$ cat config.mk
export PLATFORM = sky130hd
export DESIGN_NAME = three_party_shared_add_and_gate
export DESIGN_NICKNAME = d
export VERILOG_FILES = /design/src/design/tpsag_pkg.sv /design/src/design/three_party_shared_add_and_gate.sv
export SDC_FILE = /design/constraint.sdc
export NUM_CORES = 2
export LEC_CHECK = 0
export ABC_AREA = 1
export BUFFER_PORTS_ARGS = -buffer_cell sky130_fd_sc_hd__buf_2
export CAP_MARGIN = 10
export CORE_ASPECT_RATIO = 0.9
export CORE_MARGIN = 2
export CORE_UTILIZATION = 40
export CTS_CLUSTER_DIAMETER = 50
export DETAILED_ROUTE_END_ITERATION = 6
export GPL_TIMING_DRIVEN = 0
export PLACE_DENSITY = 0.61
export SYNTH_ARGS = -nofsm -noshare
export SYNTH_HDL_FRONTEND = slang
export SYNTH_SLANG_ARGS = --single-unit
export TNS_END_PERCENT = 5
$ cat constraint.sdc
create_clock -name clk -period 19.3 [get_ports clk]
set_clock_uncertainty 0.05 [all_clocks]
set_input_delay 4.825 -clock clk [delete_from_list [all_inputs] [get_ports clk]]
set_output_delay 4.825 -clock clk [all_outputs]
set_load 0.02 [all_outputs]
$ cat src/design/tpsag_pkg.sv
// Types, constants and per-stage functions for the three-party shared gate.
// Used by three_party_shared_add_and_gate; no dependencies.
package tpsag_pkg;

    localparam int NUM_PARTIES    = 3;
    localparam int WORD_BITS      = 32;
    localparam int CARRY_BITS     = 31;
    localparam int BITS_PER_STAGE = 8;
    localparam int CARRY_STAGES   = (CARRY_BITS + BITS_PER_STAGE - 1) / BITS_PER_STAGE;

    typedef enum logic
    {
        OP_AND = 1'b0,
        OP_ADD = 1'b1
    } gate_op_t;

    typedef logic [WORD_BITS-1:0]                  word_t;
    typedef logic [NUM_PARTIES-1:0][WORD_BITS-1:0] shares_t;

    // One gate in flight: operands, random words and the carry shares built so far
    typedef struct packed
    {
        gate_op_t op;
        shares_t  x;
        shares_t  y;
        shares_t  r;
        shares_t  c;
    } gate_t;

    typedef struct packed
    {
        gate_op_t op;
        shares_t  z;
        shares_t  view;
    } result_t;

    // Next party of p, wrapping around.
    function automatic int next_party(input int p);
        next_party = (p == NUM_PARTIES - 1) ? 0 : p + 1;
    endfunction

    // Advances the shared carry chain by up to BITS_PER_STAGE bits, starting at bit lo.
    function automatic gate_t carry_step(input gate_t g, input int lo);
        gate_t                  res;
        logic [NUM_PARTIES-1:0] a;
        logic [NUM_PARTIES-1:0] b;
        logic [4:0]             bi;
        int                     q;
        res = g;
        for (int j = 0; j < BITS_PER_STAGE; j++)
        begin
            if (lo + j < CARRY_BITS)
            begin
                bi = 5'(lo + j);
                for (int p = 0; p < NUM_PARTIES; p++)
                begin
                    a[p] = res.x[p][bi] ^ res.c[p][bi];
                    b[p] = res.y[p][bi] ^ res.c[p][bi];
                end
                for (int p = 0; p < NUM_PARTIES; p++)
                begin
                    q = next_party(p);
                    res.c[p][bi + 5'd1] = (a[p] & b[q]) ^ (a[q] & b[p]) ^ (a[p] & b[p])
                                        ^ res.c[p][bi] ^ res.r[p][bi] ^ res.r[q][bi];
                end
            end
        end
        carry_step = res;
    endfunction

    // Final result shares and view words from a gate whose carries are complete.
    function automatic result_t gate_result(input gate_t g);
        result_t res;
        word_t   t;
        int      q;
        res.op = g.op;
        for (int p = 0; p < NUM_PARTIES; p++)
        begin
            q = next_party(p);
            if (g.op == OP_ADD)
            begin
                res.z[p]    = g.x[p] ^ g.y[p] ^ g.c[p];
                res.view[p] = g.c[p];
            end
            else
            begin
                t = (g.x[p] & g.y[q]) ^ (g.x[q] & g.y[p]) ^ (g.x[p] & g.y[p])
                  ^ g.r[p] ^ g.r[q];
                res.z[p]    = t;
                res.view[p] = t;
            end
        end
        gate_result = res;
    endfunction

endpackage

$ cat src/design/three_party_shared_add_and_gate.sv
// Three-party XOR-shared AND / ADD gate evaluator, top level.
// Depends on tpsag_pkg.
//
// Takes one gate per cycle while in_stall is low and raises out_valid with its result.
// The shared carry chain of ADD runs up to 8 bits per stage over four stages; an input
// register leads the pipeline and a result register ends it. Each stage advances whenever
// the stage after it is empty or moving, so bubbles close up and in_stall rises only when
// every stage holds a gate. AND passes through the same stages so results stay in order.
// Bit 31 of each random word is unused by ADD.
module three_party_shared_add_and_gate
    import tpsag_pkg::*;
(
    input  logic        clk,
    input  logic        rst_n,

    input  logic        in_valid,
    output logic        in_stall,
    input  logic        req_type,
    input  logic [31:0] x_party0,
    input  logic [31:0] x_party1,
    input  logic [31:0] x_party2,
    input  logic [31:0] y_party0,
    input  logic [31:0] y_party1,
    input  logic [31:0] y_party2,
    input  logic [31:0] r_party0,
    input  logic [31:0] r_party1,
    input  logic [31:0] r_party2,

    output logic        out_valid,
    input  logic        out_stall,
    output logic [31:0] z_party0,
    output logic [31:0] z_party1,
    output logic [31:0] z_party2,
    output logic [31:0] view_party0,
    output logic [31:0] view_party1,
    output logic [31:0] view_party2
);

    gate_t                 gate_reg [0:CARRY_STAGES];
    logic [CARRY_STAGES:0] vld_reg;
    logic [CARRY_STAGES:0] ready;
    gate_t                 in_gate;
    gate_t                 gate_next [1:CARRY_STAGES];
    result_t               res_reg;
    result_t               res_next;
    logic                  out_vld_reg;
    logic                  out_ready;

    always_comb
    begin
        in_gate.op   = gate_op_t'(req_type);
        in_gate.x[0] = x_party0;
        in_gate.x[1] = x_party1;
        in_gate.x[2] = x_party2;
        in_gate.y[0] = y_party0;
        in_gate.y[1] = y_party1;
        in_gate.y[2] = y_party2;
        in_gate.r[0] = r_party0;
        in_gate.r[1] = r_party1;
        in_gate.r[2] = r_party2;
        in_gate.c    = '0;
    end

    // A stage can take a new transfer when it is empty or its content moves on.
    assign out_ready = !out_vld_reg || !out_stall;

    always_comb
    begin
        ready[CARRY_STAGES] = !vld_reg[CARRY_STAGES] || out_ready;
        for (int k = CARRY_STAGES - 1; k >= 0; k--)
        begin
            ready[k] = !vld_reg[k] || ready[k + 1];
        end
    end

    assign in_stall = !ready[0];

    always_comb
    begin
        for (int k = 1; k <= CARRY_STAGES; k++)
        begin
            gate_next[k] = carry_step(gate_reg[k - 1], (k - 1) * BITS_PER_STAGE);
        end
    end

    assign res_next = gate_result(gate_reg[CARRY_STAGES]);

    always_ff @(posedge clk or negedge rst_n)
    begin
        if (!rst_n)
        begin
            vld_reg     <= '0;
            out_vld_reg <= 1'b0;
        end
        else
        begin
            if (ready[0])
            begin
                vld_reg[0] <= in_valid;
            end
            for (int k = 1; k <= CARRY_STAGES; k++)
            begin
                if (ready[k])
                begin
                    vld_reg[k] <= vld_reg[k - 1];
                end
            end
            if (out_ready)
            begin
                out_vld_reg <= vld_reg[CARRY_STAGES];
            end
        end
    end

    always_ff @(posedge clk)
    begin
        if (ready[0] && in_valid)
        begin
            gate_reg[0] <= in_gate;
        end
        for (int k = 1; k <= CARRY_STAGES; k++)
        begin
            if (ready[k] && vld_reg[k - 1])
            begin
                gate_reg[k] <= gate_next[k];
            end
        end
        if (out_ready && vld_reg[CARRY_STAGES])
        begin
            res_reg <= res_next;
        end
    end

    assign out_valid   = out_vld_reg;
    assign z_party0    = res_reg.z[0];
    assign z_party1    = res_reg.z[1];
    assign z_party2    = res_reg.z[2];
    assign view_party0 = res_reg.view[0];
    assign view_party1 = res_reg.view[1];
    assign view_party2 = res_reg.view[2];

    // The input side stalls only with the first stage occupied.
    a_stall_needs_occupancy: assert property (@(posedge clk) disable iff (!rst_n)
        in_stall |-> vld_reg[0])
        else $error("in_stall raised with an empty input stage");

    // A gate in the last carry stage reaches the result register next cycle when out_ready is high.
    a_last_stage_moves: assert property (@(posedge clk) disable iff (!rst_n)
        vld_reg[CARRY_STAGES] && out_ready |=> out_vld_reg)
        else $error("gate lost between last carry stage and result register");

    // AND results equal their view words.
    a_and_view: assert property (@(posedge clk) disable iff (!rst_n)
        out_vld_reg && res_reg.op == OP_AND |-> res_reg.view == res_reg.z)
        else $error("AND view word differs from result share");

    // ADD carry bit 0 is always zero.
    a_add_carry0: assert property (@(posedge clk) disable iff (!rst_n)
        out_vld_reg && res_reg.op == OP_ADD
        |-> !res_reg.view[0][0] && !res_reg.view[1][0] && !res_reg.view[2][0])
        else $error("ADD carry share bit 0 not zero");

endmodule
==> run metrics <==
number of synthesized flops with an enable pin roughly 1900; CTS resizes 0; dominant cell by count in the synthesized netlist edfxtp_1; largest family of logic cells by synthesized area simple AND/OR/NAND/NOR gates; root buf cell clkbuf_16; CP Buf/Inv Count 6; I/O Pins just under 500; Initial DRC Count around 2800; #FFs+latches synth approximately 1900; Via density approximately 4.7; slowest CP cell nor2_1; Initial Utilization 0.402; CP peak stage delay 0.21 ns; Worst Hold Path Cells 0; Metal-1 WL 65400 um; setup violators final 0; Final GP Congestion 0.855; fill count 16400; Syn Std Cell Area 76600 um2; maximum number of pins on one net before global-route repair about 120; Worst R2R End gate_reg[0][786]; core area about 190000 um2; Net Count, Synth between 5000 and 6000; fin nets between 6000 and 7000; Least-Margin Pin Slew 1.25 ns; Synth area leaders edfxtp_1 (73%), nand2_1 (5.6%), xnor2_1 (4.2%), nand3_1 (2.7%), nand2_2 (2.2%); Worst Hold Path EP gate_reg[0][1380]; R2R Setup Slk 12.85 ns; minimum clock period between 10 and 15 ns; Relative slew margins 0.165; Yosys top cell area share 0.735; min-delay src gate_reg[0][995]; global-route wire length before repair between 200000 and 250000 um; H-tree levels 4; DR WL/cell 18.7 um; Compound-Gate Fraction of Synth Area 0.0195; via count about 42000; Post-Synth XOR/XNOR Area 0.0700; crit-path most repeated cell nor2_1; Tcrit/Tclk final 0.576; critical path class in -> out; Setup Fix Bufs, Post-CTS 0; Mapped Cells 5383; Final WS setup between 8 and 9 ns; chip width roughly 470 um; Final Util 0.474; Startpoint Class primary input; fmax between 0.08 and 0.09 GHz; Clock Latency Late Sink between 0.8 and 0.9 ns; Non-Filler Instances roughly 8900; GRT Overall Usage 0.170; Place WS 8.17 ns; Seq/Total Area, Yosys 0.736; DIE AREA slightly below 200000 um2; Hold Path Class reg -> reg; mux cell area share after synthesis 0; clk buf depth 3; CTS Buf Count between 200 and 250; vias in the first global route between 40000 and 50000; synthesized-area fraction occupied by and/or/nand/nor cells 0.138; hold_buf cts 0; final slew viol count 0; CTS tree done; DRC Markers 0; max reg flops about 1700; Top delay family on crit path simple AND/OR/NAND/NOR gates; Top FF cell, synth edfxtp_1; largest area contributor in the netlist edfxtp_1; WL met3 8100 um; Fin. Hold Viols 0; syn avg cell area 14.2 um2; R2R Path Start gate_reg[0][393]; Distinct cells, synth 37; run status finished clean; row cnt approximately 150; synth warn 0; CTS clk-pin slew, worst paths around 0.06 ns; area delta synth->final 17.9%; synth cell count leaders edfxtp_1 (1874), nand2_1 (1149), nand3_1 (414); crit path max fanout 3; RSZ-0062 raised after global routing false; setup TNS 0 ns; ys async rst share 0.00319; overall die height between 400 and 500 um; clock sink total 1880; dpl cells about 8500; CP required 14.43 ns; grt total ovfl 0; Critical Path Start out_stall; cells along the critical path buf_2, nand2_1, nor2_1, inv_1, nor2_1, inv_1, nor2_1, inv_1, nor2_1, inv_1, nor2_1, buf_2; met2 wire length between 80000 and 90000 um; initial antenna violation count 41; Post-DRT Antenna Nets 0; final WL about 170000 um; crit path capture type output port; Max-Cap Viols 0; post-detail-place hpwl ~120000 um; adder-cell share of the synthesized area 0.0157; top layer in use met5; Pre-Repair DR Iteration Count 5; WP data arrival around 6.3 ns; Reg2Reg Depth 56; share of layout cells above drive strength 1 0.224; Buffers on Ports roughly 500
[cell families (layout without fill, tap and decap cells)]
| group | count (synthesis) | count (layout) |
|---|---|---|
| flops | 1880 | 1880 |
| compound gates | 294 | 294 |
| fa+ha+maj | 96 | 96 |
| xor+xnor | 586 | 586 |
| other cells | 0 | 17 |
| simple gates | 2106 | 2106 |
| buf+inv | 421 | 1350 |
[through the flow]
step	hold slack (ns)	instance area [um2]
2_1_floorplan	0.350	76600
3_3_place_gp	0.350	82200
3_5_place_dp	0.355	83300
4_1_cts	0.346	90300
5_1_grt	0.351	90300
6_report	0.342	90300
[cell type report]
cell class,count,area [um2],share of cell area
buffer,31,138,0.00152
clock buffer,261,5550,0.0615
timing repair buffer,533,3430,0.0380
clock inverter,135,1450,0.0160
sequential,1880,56400,0.625
tap,2541,3180,0.0352
inverter,390,1490,0.0165
antenna,17,42.5,0.000471
multi-input combinational,3082,18600,0.206
[placed cells by master, fill, tap and decap left out, types with 12 or more instances in the layout]
cell type | Yosys | final
inv_2 | 71 | 71
xnor2_1 | 370 | 370
nand3_2 | 84 | 84
nand3b_1 | 37 | 37
inv_1 | 315 | 312
inv_6 | 0 | 14
clkinv_2 | 0 | 20
clkbuf_1 | 23 | 58
inv_8 | 0 | 12
nor2_1 | 47 | 45
a21oi_1 | 94 | 93
o21ai_0 | 194 | 194
nand2_1 | 1149 | 1149
clkinvlp_4 | 0 | 13
edfxtp_1 | 1874 | 1874
ha_1 | 96 | 96
xor2_1 | 188 | 188
nand2_2 | 267 | 267
xor2_2 | 18 | 18
buf_12 | 0 | 31
bufinv_16 | 0 | 16
clkbuf_16 | 0 | 215
clkinv_4 | 0 | 12
nand2_4 | 65 | 65
nand3_1 | 414 | 414
buf_2 | 0 | 492
diode_2 | 0 | 17
nand4_1 | 13 | 13
clkinv_1 | 4 | 40
[worst max path at each step]
stage | cells past startpoint | end
final | 12 | in_stall
after global routing | 12 | in_stall
after CTS | 12 | in_stall
after detailed placement | 12 | in_stall
after global placement | 8 | gate_reg[0][878]
after floorplan | 7 | gate_reg[0][1000]
[per-layer routing]
metal,global-route usage,up-vias
met5,0,-
met1,0.200,20100
met4,0.0806,4
met3,0.0308,381
li1,-,20400
met2,0.301,1082
Power is left out: the tool's default activity adds up to more than one toggle a clock period on the data nets, which glitch-free logic cannot reach.
